--- src/rtl/nwti_pkg.sv ---
`timescale 1ns / 1ps
// ----------------------------------------------------------------------------
// nwti_pkg
// Shared types and constants for the number-to-word token generator.
// ----------------------------------------------------------------------------
package nwti_pkg;

    localparam int VALUE_W  = 32;
    localparam int TOKEN_W  = 6;
    localparam int DIGITS   = 9;
    localparam int BCD_W    = 4 * DIGITS;
    localparam int CONV_W   = 30;   // 999999999 fits in 30 bits
    localparam int BITS_PER = 5;    // bits folded into the BCD word per cycle
    localparam int SLOTS    = 13;

    localparam logic [2:0] STEPS = 3'(CONV_W / BITS_PER);

    localparam logic [VALUE_W-1:0] RANGE_MAX = 32'd999_999_999;

    localparam logic [TOKEN_W-1:0] TOK_ZERO     = 6'd0;
    localparam logic [TOKEN_W-1:0] TOK_TEN      = 6'd10;
    localparam logic [TOKEN_W-1:0] TOK_TWENTY   = 6'd20;
    localparam logic [TOKEN_W-1:0] TOK_CRORE    = 6'd28;
    localparam logic [TOKEN_W-1:0] TOK_LAKH     = 6'd29;
    localparam logic [TOKEN_W-1:0] TOK_THOUSAND = 6'd30;
    localparam logic [TOKEN_W-1:0] TOK_HUNDRED  = 6'd31;
    localparam logic [TOKEN_W-1:0] TOK_RANGE    = 6'd32;

    // Classified number handed from the front to the back.
    typedef struct packed {
        logic             oor;
        logic             zero;
        logic [BCD_W-1:0] bcd;   // digit 0 in the lowest nibble
    } entry_t;

endpackage

--- src/rtl/nwti_front.sv ---
`timescale 1ns / 1ps
// ----------------------------------------------------------------------------
// nwti_front
// Accepts numbers, classifies them and converts in-range values to BCD.
// ----------------------------------------------------------------------------
module nwti_front (
    input  logic             clk,
    input  logic             rst_n,
    input  logic             s_tvalid,
    output logic             s_tready,
    input  logic [31:0]      s_tdata,
    output logic             push_valid,
    input  logic             push_ready,
    output nwti_pkg::entry_t push_data
);
    import nwti_pkg::*;

    logic                busy_reg, busy_next;
    logic [2:0]          cnt_reg, cnt_next;
    logic [CONV_W-1:0]   bits_reg, bits_next;
    logic [BCD_W-1:0]    bcd_reg, bcd_next;
    logic                oor_reg, oor_next;
    logic                zero_reg, zero_next;
    logic                s_fire;
    logic                push_fire;
    logic                bcd_ok;

    // Shift-add-3 over BITS_PER input bits, MSB first.
    function automatic logic [BCD_W-1:0] dabble(input logic [BCD_W-1:0] bcd_in,
                                                 input logic [BITS_PER-1:0] bits);
        logic [BCD_W-1:0] b;
        b = bcd_in;
        for (int i = BITS_PER - 1; i >= 0; i--)
        begin
            for (int d = 0; d < DIGITS; d++)
            begin
                if (b[4*d +: 4] >= 4'd5)
                    b[4*d +: 4] = b[4*d +: 4] + 4'd3;
            end
            b = {b[BCD_W-2:0], bits[i]};
        end
        return b;
    endfunction

    assign push_valid = busy_reg && (cnt_reg == STEPS);
    assign push_fire  = push_valid && push_ready;
    assign s_tready   = !busy_reg || push_fire;
    assign s_fire     = s_tvalid && s_tready;

    assign push_data.oor  = oor_reg;
    assign push_data.zero = zero_reg;
    assign push_data.bcd  = bcd_reg;

    always_comb
    begin
        busy_next = busy_reg;
        cnt_next  = cnt_reg;
        bits_next = bits_reg;
        bcd_next  = bcd_reg;
        oor_next  = oor_reg;
        zero_next = zero_reg;
        if (push_fire)
            busy_next = 1'b0;
        if (busy_reg && (cnt_reg != STEPS))
        begin
            cnt_next  = cnt_reg + 3'd1;
            bcd_next  = dabble(bcd_reg, bits_reg[CONV_W-1 -: BITS_PER]);
            bits_next = {bits_reg[CONV_W-BITS_PER-1:0], {BITS_PER{1'b0}}};
        end
        if (s_fire)
        begin
            busy_next = 1'b1;
            oor_next  = s_tdata > RANGE_MAX;
            zero_next = s_tdata == '0;
            bits_next = s_tdata[CONV_W-1:0];
            bcd_next  = '0;
            // out-of-range numbers need no conversion
            cnt_next  = (s_tdata > RANGE_MAX) ? STEPS : 3'd0;
        end
    end

    always_ff @(posedge clk or negedge rst_n)
    begin
        if (!rst_n)
        begin
            busy_reg <= 1'b0;
            cnt_reg  <= '0;
        end
        else
        begin
            busy_reg <= busy_next;
            cnt_reg  <= cnt_next;
        end
    end

    always_ff @(posedge clk)
    begin
        bits_reg <= bits_next;
        bcd_reg  <= bcd_next;
        oor_reg  <= oor_next;
        zero_reg <= zero_next;
    end

    always_comb
    begin
        bcd_ok = 1'b1;
        for (int d = 0; d < DIGITS; d++)
        begin
            if (bcd_reg[4*d +: 4] > 4'd9)
                bcd_ok = 1'b0;
        end
    end

    a_conv_holds: assert property (@(posedge clk) disable iff (!rst_n)
        busy_reg && (cnt_reg != STEPS) |=> busy_reg && (cnt_reg == $past(cnt_reg) + 3'd1))
        else $error("conversion abandoned or skipped a step");

    a_bcd_digits: assert property (@(posedge clk) disable iff (!rst_n)
        push_valid && !oor_reg |-> bcd_ok)
        else $error("BCD digit out of range at push");

    a_cnt_bound: assert property (@(posedge clk) disable iff (!rst_n)
        cnt_reg <= STEPS)
        else $error("step counter overran");

endmodule

--- src/rtl/nwti_queue.sv ---
`timescale 1ns / 1ps
// ----------------------------------------------------------------------------
// nwti_queue
// Two-entry queue of classified numbers between front and back.
// ----------------------------------------------------------------------------
module nwti_queue (
    input  logic             clk,
    input  logic             rst_n,
    input  logic             push_valid,
    output logic             push_ready,
    input  nwti_pkg::entry_t push_data,
    output logic             pop_valid,
    input  logic             pop_ready,
    output nwti_pkg::entry_t pop_data
);
    import nwti_pkg::*;

    entry_t     entries [2];
    logic       wr_ptr_reg, wr_ptr_next;
    logic       rd_ptr_reg, rd_ptr_next;
    logic [1:0] count_reg, count_next;
    logic       push_fire;
    logic       pop_fire;

    assign push_ready = count_reg != 2'd2;
    assign pop_valid  = count_reg != 2'd0;
    assign pop_data   = entries[rd_ptr_reg];
    assign push_fire  = push_valid && push_ready;
    assign pop_fire   = pop_valid && pop_ready;

    always_comb
    begin
        wr_ptr_next = wr_ptr_reg ^ push_fire;
        rd_ptr_next = rd_ptr_reg ^ pop_fire;
        count_next  = count_reg + {1'b0, push_fire} - {1'b0, pop_fire};
    end

    always_ff @(posedge clk or negedge rst_n)
    begin
        if (!rst_n)
        begin
            wr_ptr_reg <= 1'b0;
            rd_ptr_reg <= 1'b0;
            count_reg  <= '0;
        end
        else
        begin
            wr_ptr_reg <= wr_ptr_next;
            rd_ptr_reg <= rd_ptr_next;
            count_reg  <= count_next;
        end
    end

    always_ff @(posedge clk)
    begin
        if (push_fire)
            entries[wr_ptr_reg] <= push_data;
    end

    a_count_bound: assert property (@(posedge clk) disable iff (!rst_n)
        count_reg <= 2'd2)
        else $error("queue count overflow");

    a_ptr_match: assert property (@(posedge clk) disable iff (!rst_n)
        (count_reg == 2'd0 || count_reg == 2'd2) |-> (wr_ptr_reg == rd_ptr_reg))
        else $error("queue pointers disagree with count");

    a_ptr_gap: assert property (@(posedge clk) disable iff (!rst_n)
        count_reg == 2'd1 |-> (wr_ptr_reg != rd_ptr_reg))
        else $error("queue pointers disagree with count");

endmodule

--- src/rtl/nwti_back.sv ---
`timescale 1ns / 1ps
// ----------------------------------------------------------------------------
// nwti_back
// Expands one classified number into its token slots and emits one token
// per cycle through an output register, unless m_tready holds it off.
// ----------------------------------------------------------------------------
module nwti_back (
    input  logic             clk,
    input  logic             rst_n,
    input  logic             pop_valid,
    output logic             pop_ready,
    input  nwti_pkg::entry_t pop_data,
    output logic             m_tvalid,
    input  logic             m_tready,
    output logic [7:0]       m_tdata,
    output logic             m_tlast
);
    import nwti_pkg::*;

    typedef struct packed {
        logic [2:0]              valid;
        logic [2:0][TOKEN_W-1:0] tok;   // word, units word, group word
    } pair_t;

    typedef struct packed {
        logic [SLOTS-1:0]              mask;
        logic [SLOTS-1:0][TOKEN_W-1:0] tok;
    } slots_t;

    function automatic pair_t pair_words(input logic [3:0] t, input logic [3:0] u,
                                         input logic [TOKEN_W-1:0] group_tok);
        pair_t p;
        p.valid  = '0;
        p.tok[0] = TOK_TWENTY + {2'b00, t} - 6'd2;
        p.tok[1] = {2'b00, u};
        p.tok[2] = group_tok;
        if (t == 4'd0)
            p.valid[1] = u != 4'd0;
        else if (t == 4'd1)
        begin
            p.valid[0] = 1'b1;
            p.tok[0]   = TOK_TEN + {2'b00, u};
        end
        else
        begin
            p.valid[0] = 1'b1;
            p.valid[1] = u != 4'd0;
        end
        p.valid[2] = (t != 4'd0) || (u != 4'd0);
        return p;
    endfunction

    // Slot layout: crore 0-2, lakh 3-5, thousand 6-8, hundred 9-10, rest 11-12.
    function automatic slots_t build(input entry_t e);
        slots_t s;
        pair_t  p;
        logic [DIGITS-1:0][3:0] d;
        d = e.bcd;
        s.mask = '0;
        s.tok  = '0;
        if (e.oor)
        begin
            s.mask[0] = 1'b1;
            s.tok[0]  = TOK_RANGE;
        end
        else if (e.zero)
        begin
            s.mask[0] = 1'b1;
            s.tok[0]  = TOK_ZERO;
        end
        else
        begin
            p = pair_words(d[8], d[7], TOK_CRORE);
            s.mask[2:0] = p.valid;
            s.tok[2:0]  = p.tok;
            p = pair_words(d[6], d[5], TOK_LAKH);
            s.mask[5:3] = p.valid;
            s.tok[5:3]  = p.tok;
            p = pair_words(d[4], d[3], TOK_THOUSAND);
            s.mask[8:6] = p.valid;
            s.tok[8:6]  = p.tok;
            s.mask[9]   = d[2] != 4'd0;
            s.mask[10]  = d[2] != 4'd0;
            s.tok[9]    = {2'b00, d[2]};
            s.tok[10]   = TOK_HUNDRED;
            p = pair_words(d[1], d[0], TOK_HUNDRED);
            s.mask[12:11] = p.valid[1:0];
            s.tok[12:11]  = p.tok[1:0];
        end
        return s;
    endfunction

    logic [SLOTS-1:0]              mask_reg, mask_next;
    logic [SLOTS-1:0][TOKEN_W-1:0] slot_tok_reg, slot_tok_next;
    logic                          out_valid_reg, out_valid_next;
    logic [TOKEN_W-1:0]            out_tok_reg, out_tok_next;
    logic                          out_last_reg, out_last_next;
    logic [SLOTS-1:0]              sel;
    logic [SLOTS-1:0]              rem;
    logic [SLOTS-1:0]              mask_after;
    logic [TOKEN_W-1:0]            tok_sel;
    logic                          adv;
    logic                          load;
    slots_t                        built;

    assign built = build(pop_data);
    assign adv   = (mask_reg != '0) && (!out_valid_reg || m_tready);
    assign sel   = mask_reg & (~mask_reg + 13'd1);   // lowest pending slot
    assign rem   = mask_reg & ~sel;

    always_comb
    begin
        tok_sel = '0;
        for (int i = 0; i < SLOTS; i++)
        begin
            if (sel[i])
                tok_sel = tok_sel | slot_tok_reg[i];
        end
    end

    assign mask_after = adv ? rem : mask_reg;
    assign load       = (mask_after == '0) && pop_valid;
    assign pop_ready  = load;

    always_comb
    begin
        mask_next      = load ? built.mask : mask_after;
        slot_tok_next  = load ? built.tok : slot_tok_reg;
        out_valid_next = out_valid_reg;
        out_tok_next   = out_tok_reg;
        out_last_next  = out_last_reg;
        if (adv)
        begin
            out_valid_next = 1'b1;
            out_tok_next   = tok_sel;
            out_last_next  = rem == '0;
        end
        else if (m_tready)
            out_valid_next = 1'b0;
    end

    always_ff @(posedge clk or negedge rst_n)
    begin
        if (!rst_n)
        begin
            mask_reg      <= '0;
            out_valid_reg <= 1'b0;
        end
        else
        begin
            mask_reg      <= mask_next;
            out_valid_reg <= out_valid_next;
        end
    end

    always_ff @(posedge clk)
    begin
        slot_tok_reg <= slot_tok_next;
        out_tok_reg  <= out_tok_next;
        out_last_reg <= out_last_next;
    end

    assign m_tvalid = out_valid_reg;
    assign m_tdata  = {2'b00, out_tok_reg};
    assign m_tlast  = out_last_reg;

    a_load_nonempty: assert property (@(posedge clk) disable iff (!rst_n)
        load |=> mask_reg != '0)
        else $error("loaded number produced no tokens");

    a_load_only_when_done: assert property (@(posedge clk) disable iff (!rst_n)
        load |-> (mask_reg == '0) || (adv && (rem == '0)))
        else $error("new number loaded over pending tokens");

    a_last_ends_run: assert property (@(posedge clk) disable iff (!rst_n)
        adv && (rem != '0) |=> !out_last_reg)
        else $error("last flag set with tokens still pending");

endmodule

--- src/rtl/number_to_word_tokens_indian.sv ---
`timescale 1ns / 1ps
// ----------------------------------------------------------------------------
// number_to_word_tokens_indian
// Spoken-word token generator for unsigned numbers, Indian grouping.
// ----------------------------------------------------------------------------
//  channel   dir  fields (tdata low bit up)             tlast
//  s_*       in   value[31:0]                            -
//  m_*       out  token[5:0], 2'b0 pad                   last token of number
//
//  The front takes a number, then runs a 5-bit-per-step binary-to-BCD
//  conversion; out-of-range numbers skip it. It takes no new number until it
//  hands the last one on. The back emits 1 to 13 tokens per number at one
//  per cycle while the output is not stalled.
//  A two-entry queue lets the front convert ahead while the output stalls.
//  Reset empties the queue and output register; no clearing pass is needed.
// ----------------------------------------------------------------------------
module number_to_word_tokens_indian (
    input  logic        clk,
    input  logic        rst_n,
    input  logic        s_tvalid,
    output logic        s_tready,
    input  logic [31:0] s_tdata,    // value[31:0]
    output logic        m_tvalid,
    input  logic        m_tready,
    output logic [7:0]  m_tdata,    // token[5:0], zero pad [7:6]
    output logic        m_tlast
);
    import nwti_pkg::*;

    logic   f_valid, f_ready;
    entry_t f_data;
    logic   b_valid, b_ready;
    entry_t b_data;

    nwti_front u_front (
        .clk        (clk),
        .rst_n      (rst_n),
        .s_tvalid   (s_tvalid),
        .s_tready   (s_tready),
        .s_tdata    (s_tdata),
        .push_valid (f_valid),
        .push_ready (f_ready),
        .push_data  (f_data)
    );

    nwti_queue u_queue (
        .clk        (clk),
        .rst_n      (rst_n),
        .push_valid (f_valid),
        .push_ready (f_ready),
        .push_data  (f_data),
        .pop_valid  (b_valid),
        .pop_ready  (b_ready),
        .pop_data   (b_data)
    );

    nwti_back u_back (
        .clk       (clk),
        .rst_n     (rst_n),
        .pop_valid (b_valid),
        .pop_ready (b_ready),
        .pop_data  (b_data),
        .m_tvalid  (m_tvalid),
        .m_tready  (m_tready),
        .m_tdata   (m_tdata),
        .m_tlast   (m_tlast)
    );

endmodule
--- config.mk ---
export PLATFORM = sky130hd
export DESIGN_NAME = number_to_word_tokens_indian
export DESIGN_NICKNAME = d
export VERILOG_FILES = /design/src/rtl/nwti_pkg.sv /design/src/rtl/nwti_front.sv /design/src/rtl/nwti_queue.sv /design/src/rtl/nwti_back.sv /design/src/rtl/number_to_word_tokens_indian.sv
export SDC_FILE = /design/constraint.sdc
export NUM_CORES = 1
export LEC_CHECK = 0
export BUFFER_PORTS_ARGS = -buffer_cell sky130_fd_sc_hd__clkbuf_2
export CORE_MARGIN = 2
export CORE_UTILIZATION = 30
export CTS_CLUSTER_DIAMETER = 30
export CTS_CLUSTER_SIZE = 40
export DETAILED_ROUTE_END_ITERATION = 8
export HOLD_SLACK_MARGIN = 0.12
export PLACE_DENSITY = 0.53
export SETUP_SLACK_MARGIN = 0.3
export SLEW_MARGIN = 0
export SYNTH_ARGS = -nofsm -noshare
export SYNTH_HDL_FRONTEND = slang
export SYNTH_SLANG_ARGS = --single-unit
--- constraint.sdc ---
create_clock -name clk -period 3.9 [get_ports clk]
set_input_delay 0.39 -clock clk [delete_from_list [all_inputs] [get_ports clk]]
set_output_delay 0.39 -clock clk [all_outputs]
set_load 0.03 [all_outputs]
## Word level (Yosys, flattened, before mapping)

Memory sizes are Yosys's and may differ from the RTL's.
Cells that the tools add are included.

- Flip-flop bits (word level): 175
- RAM bits: 76
- Bits of input ports: 36
- Output and inout port bits: 11
- Logic and storage cells: 333
- Memories: 1

- $add $sub $neg: 61
- $lt $le $gt $ge: 46
- Eq/ne operators: 7
- Mux-type cells: 133
- Bitwise gates (word level): 18
- Reduce and logical (&&, ||, !) cells: 35

Memories:

| memory | depth | bits a word | rd ports | clocked after Yosys merged registers in | wr ports | RTL line | RTL |
|---|---|---|---|---|---|---|---|
| u_queue.entries | 2 | 38 | 1 | 0 | 1 | nwti_queue.sv:18 | `entry_t entries [2];` |

Operator list:

| kind | count |
|---|---|
| $mux 4 | 72 |
| $ge 4x3->1 const B | 45 |
| $add 4x2->4 const B | 40 |
| $mux 6 | 22 |
| $or 6x6->6 | 12 |
| $mux 30 | 2 |
| $mux 59 | 1 |
| $mux 3 | 12 |
| $gt 32x30->1 const B | 1 |
| $logic_not 32->1 | 1 |
| $reduce_bool 4->1 | 8 |
| $and 13x13->13 | 2 |
| $logic_not 13->1 | 2 |
| $mux 13 | 2 |
| $not 13->13 | 2 |
| $add 5x4->6 const A | 4 |
| $mux 12 | 2 |
| $sub 6x2->6 const B | 4 |
| $add 4x4->5 const A | 4 |
| $mux 1 | 20 |
| $eq 4x1->1 const B | 4 |
| $logic_not 4->1 | 4 |
| $add 3x2->3 const B | 5 |
| $add 13x1->13 const B | 1 |
| 13 further kinds | 28 |

## Depth between registers and ports, before layout

Gate-level depths: netlist of the first run.

- Depth after elaboration: 28
- Mapped depth: 27
- Mapped depth without buffers: 27

## Hierarchy

Synthesis of the first run repeated with hierarchy kept, for this count alone.

- Cell total of the unflattened synthesis: 1,636
- Area, all modules: 15,275.9 um2

Modules (own cells, without submodules):

| module | instances | cells each | area each (um2) | seq. area each (um2) |
|---|---|---|---|---|
| nwti_front | 1 | 1,162 | 8,595.7 | 1,781.7 |
| nwti_back | 1 | 337 | 3,673.5 | 1,911.8 |
| nwti_queue | 1 | 137 | 3,006.6 | 2,382.3 |

## Least setup slack after synthesis of the first run

Ideal clock, no wire load.

- Path type: reg2reg
- Start: register u_back.mask_reg[3]
- End: register u_queue.count_reg[1]
- Library setup time: 0.080 ns
- Arrival: 4.236 ns
- Required time: 3.820 ns
- Slack: -0.416 ns
- Stages on the path, launching flop included: 15
- Path buffers: 0
- Clock period less this slack: 4.316 ns
- Path through: dfrtp_1 > or3_4 > nand2b_4 > or3_4 > or3_1 > maj3_2 > a211oi_1 > and3_2 > nand3_1 > inv_1 > ha_1 > inv_1 > ha_1 > xnor2_1 > xnor2_1

- Word-level cells in the longest chain between the ends: 10
- Elaborated cells on any way between the ends: 12
- Those cells by class: add/sub: 2; mux: 1; bitwise: 4; reduce/logical: 5

Ends and longest elaborated chain:

| what | RTL line | RTL |
|---|---|---|
| from (decl) | nwti_back.sv:93 | `logic [SLOTS-1:0] mask_reg, mask_next;` |
| from (signal assigned) | nwti_back.sv:151 | `mask_reg <= mask_next;` |
| $not 13->13 | nwti_back.sv:108 | `assign sel = mask_reg & (~mask_reg + 13'd1);` |
| $add 13x1->13 | nwti_back.sv:108 |  |
| $and 13x13->13 | nwti_back.sv:108 |  |
| $not 13->13 | nwti_back.sv:109 | `assign rem = mask_reg & ~sel;` |
| $and 13x13->13 | nwti_back.sv:109 |  |
| $mux 13 * | nwti_back.sv:121 | `assign mask_after = adv ? rem : mask_reg;` |
| $logic_not 13->1 * | nwti_back.sv:122 | `assign load = (mask_after == '0) && pop_valid;` |
| $logic_and 1x1->1 * | nwti_back.sv:122 |  |
| net b_ready | number_to_word_tokens_indian.sv:32 | `logic b_valid, b_ready;` |
| $logic_and 1x1->1 * | nwti_queue.sv:29 | `assign pop_fire = pop_valid && pop_ready;` |
| $sub 2x1->2 * | nwti_queue.sv:35 | `count_next = count_reg + {1'b0, push_fire} - {1'b0, pop_fire};` |
| net u_queue.count_next[1] | nwti_queue.sv:21 | `logic [1:0] count_reg, count_next;` |
| to (signal assigned) | nwti_queue.sv:50 | `count_reg <= count_next;` |
| to (decl) | nwti_queue.sv:21 |  |

The timed path passes the listed nets; every way through them passes the cells marked *.
A chain may end at the register's enable or synchronous reset.

## Worst setup path after layout of the first run

- Start: register u_front.bcd_reg[8]
- End: register u_front.bcd_reg[16]

- Word-level cells in the longest chain between the ends: 14
- Elaborated cells on any way between the ends: 31
- Those cells by class: add/sub: 8; order compare: 8; mux: 15

Ends and longest elaborated chain:

| what | RTL line | RTL |
|---|---|---|
| from (decl) | nwti_front.sv:21 | `logic [BCD_W-1:0] bcd_reg, bcd_next;` |
| from (signal assigned) | nwti_front.sv:99 | `bcd_reg <= bcd_next;` |
| $add 4x2->4 or $ge 4x3->1 (tied branches) | nwti_front.sv:38, nwti_front.sv:37 |  |
| $mux 4 * | nwti_front.sv:37 | `if (b[4*d +: 4] >= 4'd5)` |
| $mux 4 * | nwti_front.sv:64 | `if (busy_reg && (cnt_reg != STEPS))` |
| $add 4x2->4 or $ge 4x3->1 (tied branches) | nwti_front.sv:38, nwti_front.sv:37 |  |
| $mux 4 | nwti_front.sv:37 |  |
| $mux 4 | nwti_front.sv:64 |  |
| $add 4x2->4 or $ge 4x3->1 (tied branches) | nwti_front.sv:38, nwti_front.sv:37 |  |
| $mux 4 | nwti_front.sv:37 |  |
| $mux 4 | nwti_front.sv:64 |  |
| $add 4x2->4 or $ge 4x3->1 (tied branches) | nwti_front.sv:38, nwti_front.sv:37 |  |
| $mux 4 | nwti_front.sv:37 |  |
| $mux 4 | nwti_front.sv:64 |  |
| $add 4x2->4 or $ge 4x3->1 (tied branches) | nwti_front.sv:38, nwti_front.sv:37 |  |
| $mux 4 * | nwti_front.sv:37 |  |

Mark *: on every way between the ends. The rest lies on a longest branch, timed or not. The select of a mux whose other input is x is not followed.

==> summary.md, run 1 <==
| Metric | Value |
|---|---|
| Routed Antenna Nets | `0` |
| Clock Skews | `about 0.023 ns` |
| Relative slew slack | `a little over a third` |
| Synth top area share | `32.3%` |
| H-tree depth | `2` |
| DP Worst Slack | `-0.0546 ns` |
| CTS sink cnt | `about 220` |
| Initial DRC Count | `between 700 and 800` |
| Die area | `just over 50,000 um^2` |
| Worst-Skew Late Latency | `0.59 ns` |
| Synth async-reset ratio | `between 10% and 20%` |
| Nets | `slightly below 2,000` |
| Mean Syn Cell Area | `between 9 and 10 um^2` |
| 1st-pass router iterations | `5` |
| Routed WL per cell | `16.1 um` |
| Worst Hold Depth | `3` |
| Crit Path Max Fanout | `6` |
| Vias in the first global route | `roughly 13,000` |
| Fillers | `roughly 4,600` |
| Clk slew on worst S/H paths | `roughly 0.050 ns` |
| Initial antenna violation count | `0` |
| Yosys top cell by area | `edfxtp_1` |
| Core area | `~50,000 um^2` |
| Worst endpoint required time | `between 4 and 5 ns` |
| R2R cell count | `20` |
| Setup crit start kind | `flip-flop` |
| Hold Path Class | `in -> reg` |
| Status | `finished, final reports clean` |
| Setup Viol. Count Final | `0` |
| Synth cell types | `about 120` |
| Flops & latches, synth | `roughly 220` |
| Die H | `around 230 um` |
| Final period util | `just under 100%` |
| Slowest stage cell on the critical path | `or3_4` |
| Maximum root-to-sink buffer count | `3` |
| Total Wirelength | `just over 40,000 um` |
| Max_cap viols | `0` |
| F_max | `approximately 260 MHz` |
| Minimum clock period | `between 3 and 4 ns` |
| Area delta synth->final | `43.5%` |
| CTS root buf | `clkbuf_16` |
| CTS Buf Count | `55` |
| Max reg flops | `between 70 and 80` |
| Vias per cell | `5.14` |
| IO Pins | `47` |
| Die Width | `between 200 and 250 um` |
| Crit path arrival time | `about 4.3 ns` |
| Instance count on the critical path | `20` |
| Crit path max-delay family | `simple AND/OR/NAND/NOR gates` |
| Leading post-synthesis cells by cell area | `edfxtp_1 32%, ha_1 5.2%, dfxtp_1 4.8%` |
| Vias post-DR | `between 10,000 and 15,000` |
| Initial Utilization | `a little under a third` |
| Ant diodes | `0` |
| Final worst slack | `0.0220 ns` |
| Pin count of the biggest net entering global routing | `47` |
| Core Rows | `between 80 and 90` |
| Final hold vios | `0` |
| Post-layout util | `43.6%` |
| # DRC | `0` |
| Layout cells sized above 1 | `between 40 and 50%` |
| Worst setup EP type | `flip-flop` |
| YS warnings | `0` |
| EDFF count, synth | `160` |
| Total Routing Usage GR | `15.6%` |
| Cells after synthesis | `~1,600` |
| Ys flop type | `edfxtp_1` |
| Critical path's largest stage delay | `between 0.4 and 0.5 ns` |
| Worst slew pin tran | `between 0.9 and 1 ns` |
| Gr ovfl total | `0` |
| Post-DP HPWL | `27,700 um` |
| RSZ-0062 raised after global routing | `true` |
| First-pass GRT wire length | `between 60,000 and 70,000 um` |
| Synthesized area | `roughly 15,000 um^2` |
| Register area share after synthesis | `between 40 and 50%` |
| Port Buffers | `between 40 and 50` |
| CP Class | `reg -> reg` |
| Worst Path Buf+Inv | `4` |
| GPL Wtd Cong | `~0.85` |
| CTS tree | `yes` |
| Crit path cell chain | `inv_2 -> ha_4 -> and2b_4 -> or3_4 -> nand2_4 -> ha_4 -> o21bai_4 -> a211oi_2 -> nor2_1 -> inv_1 -> ha_2 -> nor2_4 -> a221oi_4 -> a21o_1 -> buf_4 -> buf_4 -> or3_1 -> and2_4 -> o2111a_1 -> or3b_1` |
| Slew Limit Fails | `0` |
cell usage after synthesis, drive strengths merged, types with 11 or more instances:
| cell type | n |
|---|---|
| nand2 | 191 |
| edfxtp | 160 |
| nor2 | 126 |
| o21ai | 112 |
| inv | 81 |
| a21oi | 74 |
| ha | 62 |
| mux2i | 53 |
| nand3 | 42 |
| a211oi | 40 |
| clkbuf | 37 |
| dfxtp | 36 |
| o211ai | 29 |
| mux2 | 28 |
| or2 | 25 |
| nand2b | 24 |
| xnor2 | 24 |
| nor3 | 23 |
| dfrtp | 22 |
| or3 | 22 |
| and2 | 21 |
| and3 | 19 |
| nand4 | 17 |
| a211o | 15 |
| nor2b | 15 |
| o22ai | 15 |
| buf | 14 |
| nor4 | 14 |
| a21o | 12 |
| a22oi | 12 |
| o21a | 12 |
| a31oi | 11 |
| o31ai | 11 |
timing repair:
| action | CTS | global route |
|---|---|---|
| gates resized for setup | 155 | 165 |
| buffers inserted | 65 | 36 |
| endpoints found under the hold margin | 37 | 0 |
| hold buffers | 16 | 0 |
| endpoints found under the setup margin | 30 | 32 |
| pin swaps | 98 | 96 |
cell type report:
type / instances / area [um^2] / share of cell area [%]
multi-input combinational: 1208 / 10100 / 47.5
sequential: 218 / 6130 / 28.7
tap: 664 / 831 / 3.89
inverter: 82 / 337 / 1.58
clock inverter: 34 / 410 / 1.92
timing repair buffer: 270 / 2060 / 9.64
clock buffer: 69 / 1440 / 6.74
cell usage in the layout (no fill, tap or decap), types with 17 or more instances in the layout:
| cell | instances |
|---|---|
| buf_4 | 190 |
| nand2_1 | 176 |
| edfxtp_1 | 160 |
| nor2_1 | 108 |
| o21ai_0 | 65 |
| clkbuf_16 | 55 |
| clkbuf_2 | 44 |
| inv_1 | 41 |
| a21oi_1 | 40 |
| mux2i_1 | 38 |
| nand3_1 | 37 |
| ha_4 | 34 |
| inv_2 | 29 |
| o21ai_1 | 27 |
| a211oi_2 | 24 |
| a21oi_2 | 24 |
| mux2_2 | 23 |
| o211ai_1 | 23 |
| dfrtp_1 | 20 |
| dfxtp_1 | 18 |
| ha_1 | 17 |
| buf_6 | 17 |
worst reg2reg max path: cells and delay by family, from the launching register on:
family | cells | cell delay, ns
flops | 1 | 0.37
buf+inv | 4 | 0.41
compound gates | 5 | 0.60
simple gates | 8 | 1.87
fa+ha+maj | 3 | 0.50
path summary, 6_finish.rpt:
path	startpoint	endpoint	slack (ns)
max	u_front.bcd_reg[8]$_SDFFE_PP0P_	u_front.bcd_reg[16]$_SDFFE_PP0P_	0.02
min	s_tdata[19]	u_front.bits_reg[19]$_DFFE_PP_	0.16
max reg2reg	u_front.bcd_reg[8]$_SDFFE_PP0P_	u_front.bcd_reg[16]$_SDFFE_PP0P_	0.02
min reg2reg	u_front.oor_reg$_DFFE_PP_	u_queue.entries[1][37]$_DFFE_PP_	0.45
max in group asynchronous	rst_n	u_back.mask_reg[1]$_DFF_PN0_	3.02
min in group asynchronous	rst_n	u_back.mask_reg[12]$_DFF_PN0_	0.38
stage by stage:
stage	setup TNS, ns	hold WS, ns	instance area (um^2)	std cells
after global routing	-0.681	0.157	21300	2545
after CTS	0	0.131	20300	2509
after detailed placement	-0.0546	0.442	17100	2325
final	0	0.156	21300	2545
after floorplan	0	0.0944	15400	1559
after global placement	-0.0391	0.429	17100	2325
cell families after synthesis:
family	share of synthesized area [%]
AOI/OAI and AO/OA	22.7
other	0.0252
adders and majority gates	5.63
and+or+nand+nor	19.1
xor gates and xnor gates	2.09
DFF	40.8
muxes	6.05
buffers and inverters	3.54
per-layer routing:
layer  routed length, um  vias up  track usage (%)  share of wire [%]
li1                    -     6444                -                  -
met1               19300     6322             20.9                 47
met2               19400      250             25.7                 47
met3                1380       66             2.40                3.4
met4                 826        0             4.61                2.0
met5                   0        -                0                  0
Power of run 1 is not shown: default switching activity piles up to over one toggle a cycle in this logic, so the estimate is an artifact.
==> run 2, diff against run 1 <==
--- a/config.mk
+++ b/config.mk
@@ -6,13 +6,12 @@
 export NUM_CORES = 1
 export LEC_CHECK = 0
 export BUFFER_PORTS_ARGS = -buffer_cell sky130_fd_sc_hd__clkbuf_2
-export CORE_MARGIN = 2
+export CORE_MARGIN = 3
 export CORE_UTILIZATION = 30
 export CTS_CLUSTER_DIAMETER = 30
 export CTS_CLUSTER_SIZE = 40
 export DETAILED_ROUTE_END_ITERATION = 8
 export HOLD_SLACK_MARGIN = 0.12
-export PLACE_DENSITY = 0.53
 export SETUP_SLACK_MARGIN = 0.3
 export SLEW_MARGIN = 0
 export SYNTH_ARGS = -nofsm -noshare
==> summary.md, run 2 (same netlist as run 1, synthesis figures left out) <==
| Metric | Value |
|---|---|
| Die area | `52,300 um^2 (was 51,400 um^2)` |
| CTS tree | `yes (unchanged)` |
| Minimum clock period | `3.88 ns (about the same)` |
| Final setup TNS | `0 ns (unchanged)` |
| CTS Buf Count | `51 (was 55)` |
| Hold Path Class | `in -> reg (unchanged)` |
| Final period util | `99.5% (was 99.4%)` |
| 1st-pass router iterations | `5 (unchanged)` |
| Relative slew slack | `45.3% (was 34.8%)` |
| Setup Viol. Count Final | `0 (unchanged)` |
| Layout cells sized above 1 | `40.6% (was 41.0%)` |
| Status | `finished, final reports clean (unchanged)` |
| Vias per cell | `5.15 (was 5.14)` |
| Final hold vios | `0 (unchanged)` |
| GR Util met1 | `18.5% (was 20.9%)` |
| Final worst slack | `0.0188 ns (was 0.0220 ns)` |
| Core Rows | `80 (was 81)` |
| Gr ovfl total | `0 (unchanged)` |
| H-tree depth | `2 (unchanged)` |
| Vias in the first global route | `12,738 (was 12,668)` |
| Crit path arrival time | `4.32 ns (was 4.33 ns)` |
| CTS sink cnt | `218 (unchanged)` |
| Vias post-DR | `12,999 (was 13,082)` |
| Worst endpoint required time | `4.34 ns (was 4.35 ns)` |
| Area delta synth->final | `41.2% (was 43.5%)` |
| CP Class | `reg -> reg (unchanged)` |
| Dpl cells | `2,306 (was 2,325)` |
| Post-layout util | `43.5% (was 43.6%)` |
| First-pass GRT wire length | `63,200 um (was 64,900 um)` |
| Post-Layout Cell Count | `2,526 (was 2,545)` |
| CTS root buf | `clkbuf_16 (unchanged)` |
| Die H | `229 um (was 227 um)` |
| DP Worst Slack | `-0.0294 ns (was -0.0546 ns)` |
| Ant diodes | `0 (unchanged)` |
| Nets | `1,925 (was 1,933)` |
| Clk slew on worst S/H paths | `0.04 ns (was 0.05 ns)` |
| Core area | `48,300 um^2 (was 49,000 um^2)` |
| Worst setup EP type | `flip-flop (unchanged)` |
| Max reg flops | `76 (unchanged)` |
| GPL Wtd Cong | `0.856 (was 0.846)` |
| F_max | `258 MHz (about the same)` |
| Crit Path Max Fanout | `5 (was 6)` |
| Pin count of the biggest net entering global routing | `47 (unchanged)` |
| Most common cell after layout, fill and taps aside | `buf_4 (unchanged)` |
| RSZ-0062 raised after global routing | `true (unchanged)` |
| Port Buffers | `44 (unchanged)` |
| Total Routing Usage GR | `14.3% (was 15.6%)` |
| Routed Antenna Nets | `0 (unchanged)` |
| Reg2reg setup slack | `0.02 ns (about the same)` |
| Initial antenna violation count | `0 (unchanged)` |
| # DRC | `0 (unchanged)` |
| Setup crit start kind | `flip-flop (unchanged)` |
| Met3 Track Usage GR | `2.54% (was 2.40%)` |
| IO Pins | `47 (unchanged)` |
| Worst-Skew Late Latency | `0.58 ns (was 0.59 ns)` |
| Most frequent cells in the layout | `204 x buf_4, 177 x nand2_1, 160 x edfxtp_1 (was 190 x buf_4, 176 x nand2_1, 160 x edfxtp_1)` |
| Max_cap viols | `0 (unchanged)` |
| Maximum root-to-sink buffer count | `3 (unchanged)` |
| Worst slew pin tran | `0.821 ns (was 0.975 ns)` |
| Routed WL per cell | `15.5 um (was 16.1 um)` |
| Initial DRC Count | `763 (unchanged)` |
| Initial Utilization | `30.8% (was 30.4%)` |
| Slew Limit Fails | `0 (unchanged)` |
| Die Width | `229 um (was 227 um)` |
| M2 GR Usage | `23.7% (was 25.7%)` |
| Most Crowded Layer GR | `met2 (unchanged)` |
| Post-DP HPWL | `26,600 um (was 27,700 um)` |
| Total Wirelength | `39,200 um (was 40,900 um)` |
| Clock Skews | `0.0201 ns (was 0.0227 ns)` |
[run 2: cell count changes in the layout (fill, tap and decap cells not counted), sizes merged]
cell         before  now
bufinv            6    5
clkbuf          113  105
buf             210  215
dlygate4sd3      16    7
clkinvlp         10    7
inv              80   90
clkinv           20   15
[run 2: path summary, 6_finish.rpt]
kind | startpoint | to | cells after the start
worst max-delay path | u_front.bcd_reg[17]$_SDFFE_PP0P_ | u_front.bcd_reg[24]$_SDFFE_PP0P_ | 20
worst min-delay path | s_tdata[9] | u_front.bits_reg[9]$_DFFE_PP_ | 3
worst max register to register | u_front.bcd_reg[17]$_SDFFE_PP0P_ | u_front.bcd_reg[24]$_SDFFE_PP0P_ | 20
worst min register to register | u_front.oor_reg$_DFFE_PP_ | u_queue.entries[0][37]$_DFFE_PP_ | 0
max in group asynchronous | rst_n | u_queue.rd_ptr_reg$_DFF_PN0_ | 2
min in group asynchronous | rst_n | u_back.mask_reg[2]$_DFF_PN0_ | 2
[run 2: metal layers]
metal	routed length (um)	share of wire [%]
met1	17700	45
met2	18700	48
met3	1500	3.8
met4	1210	3.1
met5	0	0
[run 2: critical path: stages, from the launching register on]
cell	delay, ns
dfxtp_4	0.35
inv_4	0.05
ha_4	0.15
nand2b_4	0.15
a211oi_4	0.39
nor2_4	0.07
buf_4	0.14
buf_4	0.12
buf_4	0.12
buf_4	0.12
a211oi_2	0.31
nor2_1	0.18
nand2_1	0.19
xnor2_4	0.18
ha_4	0.20
inv_1	0.05
a311oi_1	0.18
or3_1	0.20
nand2_2	0.10
and3_1	0.17
or3_1	0.36
[run 2: stage by stage]
stage / cell area, um^2 / hold slack (ns)
after floorplan: 15400 / 0.0944
after detailed placement: 17000 / 0.432
after CTS: 19900 / 0.121
after global placement: 17000 / 0.434
after global routing: 21000 / 0.146
final: 21000 / 0.149
[run 2: area by class of cell]
cell class	count	area, um^2
Fill cell	4425	27300
Multi-Input combinational cell	1208	10000
Sequential cell	218	6130
Timing Repair Buffer	266	1950
Clock buffer	61	1330
Tap cell	656	821
Clock inverter	35	407
Inverter	82	339
[run 2: repair_timing]
action	CTS	global route
hold buffers	7	0
pin swaps	82	90
endpoints found under the setup margin	30	32
resized for setup	143	153
endpoints found under the hold margin	28	0
setup buffers	70	47
Power of run 2 is left out for the same reason.
==> run 3, diff against run 2 <==
--- a/config.mk
+++ b/config.mk
@@ -6,6 +6,7 @@
 export NUM_CORES = 1
 export LEC_CHECK = 0
 export BUFFER_PORTS_ARGS = -buffer_cell sky130_fd_sc_hd__clkbuf_2
+export CORE_ASPECT_RATIO = 0.5
 export CORE_MARGIN = 3
 export CORE_UTILIZATION = 30
 export CTS_CLUSTER_DIAMETER = 30
==> summary.md, run 3 (same netlist as run 1, synthesis figures left out) <==
| Metric | Value |
|---|---|
| Most common cell after layout, fill and taps aside | `buf_4 (unchanged)` |
| Most frequent cells in the layout | `196 x buf_4, 176 x nand2_1, 160 x edfxtp_1 (was 204 x buf_4, 177 x nand2_1, 160 x edfxtp_1)` |
| Routed Antenna Nets | `0 (unchanged)` |
| Final instance area | `20,200 um^2 (was 21,000 um^2)` |
| DP Area | `17,000 um^2 (about the same)` |
| Vias per cell | `5.23 (was 5.15)` |
| Worst setup EP type | `flip-flop (unchanged)` |
| IO Pins | `47 (unchanged)` |
| 1st-pass router iterations | `5 (unchanged)` |
| Hold WS | `0.170 ns (was 0.149 ns)` |
| Most Crowded Layer GR | `met2 (unchanged)` |
| Clk slew on worst S/H paths | `0.06 ns (was 0.04 ns)` |
| Final hold vios | `0 (unchanged)` |
| F_max | `264 MHz (was 258 MHz)` |
| RSZ-0062 raised after global routing | `true (unchanged)` |
| CTS root buf | `clkbuf_16 (unchanged)` |
| Dpl cells | `2,295 (was 2,306)` |
| Post-DP HPWL | `28,100 um (was 26,600 um)` |
| Die area | `52,500 um^2 (was 52,300 um^2)` |
| Area delta synth->final | `35.7% (was 41.2%)` |
| Nets | `1,899 (was 1,925)` |
| Final period util | `97.1% (was 99.5%)` |
| Pin count of the biggest net entering global routing | `42 (was 47)` |
| Hold Path Class | `in -> reg (unchanged)` |
| Maximum root-to-sink buffer count | `3 (unchanged)` |
| GPL Wtd Cong | `0.837 (was 0.856)` |
| Gr ovfl total | `0 (unchanged)` |
| Max_cap viols | `0 (unchanged)` |
| CTS Buf Count | `35 (was 51)` |
| CTS sink cnt | `218 (unchanged)` |
| Clock Skews | `0.0253 ns (was 0.0201 ns)` |
| Met3 Track Usage GR | `2.91% (was 2.54%)` |
| FF/Latch Area | `6130 um^2 (about the same)` |
| Vias in the first global route | `12,366 (was 12,738)` |
| Port Buffers | `44 (unchanged)` |
| Minimum clock period | `3.79 ns (was 3.88 ns)` |
| Fillers | `4,592 (was 4,425)` |
| Crit Path Max Fanout | `4 (was 5)` |
| # DRC | `0 (unchanged)` |
| Worst slew pin tran | `0.772 ns (was 0.821 ns)` |
| Core Rows | `56 (was 80)` |
| Slew Limit Fails | `0 (unchanged)` |
| Post-Layout Cell Count | `2,465 (was 2,526)` |
| First-pass GRT wire length | `63,600 um (was 63,200 um)` |
| Die H | `163 um (was 229 um)` |
| Total Routing Usage GR | `14.7% (was 14.3%)` |
| Layout cells sized above 1 | `39.1% (was 40.6%)` |
| Setup Viol. Count Final | `0 (unchanged)` |
| Vias post-DR | `12,887 (was 12,999)` |
| CP Class | `reg -> reg (unchanged)` |
| Worst-Skew Late Latency | `0.54 ns (was 0.58 ns)` |
| Initial antenna violation count | `0 (unchanged)` |
| Relative slew slack | `48.5% (was 45.3%)` |
| Max reg flops | `76 (unchanged)` |
| H-tree depth | `2 (unchanged)` |
| Multi-input gate area | `9910 um^2 (was 10,000 um^2)` |
| GR Util met1 | `21.0% (was 18.5%)` |
| Final worst slack | `0.114 ns (was 0.0188 ns)` |
| Routed WL per cell | `16.4 um (was 15.5 um)` |
| Total Wirelength | `40,400 um (was 39,200 um)` |
| Worst endpoint required time | `4.31 ns (was 4.34 ns)` |
| Setup crit start kind | `flip-flop (unchanged)` |
| CTS tree | `yes (unchanged)` |
| Crit path arrival time | `4.19 ns (was 4.32 ns)` |
| DP Worst Slack | `-0.0430 ns (was -0.0294 ns)` |
| Status | `finished, final reports clean (unchanged)` |
| M2 GR Usage | `23.3% (was 23.7%)` |
| Initial Utilization | `31.0% (was 30.8%)` |
| Die Width | `321 um (was 229 um)` |
| Core area | `47,900 um^2 (was 48,300 um^2)` |
| Ant diodes | `0 (unchanged)` |
| Initial DRC Count | `959 (was 763)` |
[run 3: cell types whose count changed in the layout (fill, tap and decap cells not counted), sizes merged]
cell         previous run  this run
bufinv                  5         1
clkinv                 15         9
dlygate4sd3             7         1
buf                   215       211
inv                    90        88
clkbuf                105        84
[run 3: area by class of cell]
| class | instances | area share (%) |
|---|---|---|
| multi-input combinational | 1208 | 49.1 |
| sequential | 218 | 30.3 |
| timing repair buffer | 256 | 9.26 |
| clock buffer | 40 | 4.43 |
| tap | 638 | 3.95 |
| inverter | 82 | 1.69 |
| clock inverter | 23 | 1.26 |
[run 3: worst max-delay path, stage by stage, from the launching register on]
cell and delay [ns]:
dfxtp_4 0.39, inv_4 0.04, ha_4 0.15, and2b_2 0.24
or3_4 0.36, nand2_4 0.08, ha_4 0.13, inv_2 0.03
o21ai_2 0.05, a211oi_2 0.09, buf_4 0.15, buf_6 0.10
buf_6 0.10, o21ba_4 0.19, o311ai_4 0.25, inv_2 0.09
ha_4 0.17, inv_2 0.06, a21oi_2 0.05, nor2_1 0.09
nor2_1 0.06, a21oi_2 0.13, ha_2 0.23, buf_4 0.12
buf_6 0.09, nor3b_2 0.03, a21oi_1 0.15, o21ai_1 0.07
[run 3: worst paths after layout]
kind	from	end	slack [ns]	cells past startpoint
max	u_front.bcd_reg[28]$_SDFFE_PP0P_	u_front.bcd_reg[35]$_SDFFE_PP0P_	0.11	27
min	s_tdata[16]	u_front.bits_reg[16]$_DFFE_PP_	0.17	3
max reg2reg	u_front.bcd_reg[28]$_SDFFE_PP0P_	u_front.bcd_reg[35]$_SDFFE_PP0P_	0.11	27
min reg2reg	u_front.bits_reg[25]$_DFFE_PP_	u_front.bcd_reg[0]$_SDFFE_PP0P_	0.49	2
max in group asynchronous	rst_n	u_queue.rd_ptr_reg$_DFF_PN0_	2.93	2
min in group asynchronous	rst_n	u_queue.count_reg[1]$_DFF_PN0_	0.45	2
[run 3: through the flow]
| stage | util, % | TNS [ns] |
|---|---|---|
| after floorplan | - | 0 |
| after global placement | 35.4 | 0 |
| after detailed placement | 35.4 | -0.0705 |
| after CTS | 39.8 | 0 |
| after global routing | 42.1 | -0.593 |
| final | 42.1 | 0 |
[run 3: timing repair]
item	CTS	global route
hold buffers	1	0
pin swaps	79	105
resized for setup	108	171
endpoints found under the hold margin	22	0
setup buffers	62	44
endpoints found under the setup margin	30	32
gates cloned	0	0
[run 3: routing by layer]
metal | routed length, um | part of all wire [%]
met5 | 0 | 0
met4 | 548 | 1.4
met3 | 1880 | 4.7
met1 | 20300 | 50
met2 | 17700 | 44
Power of run 3 is left out for the same reason.
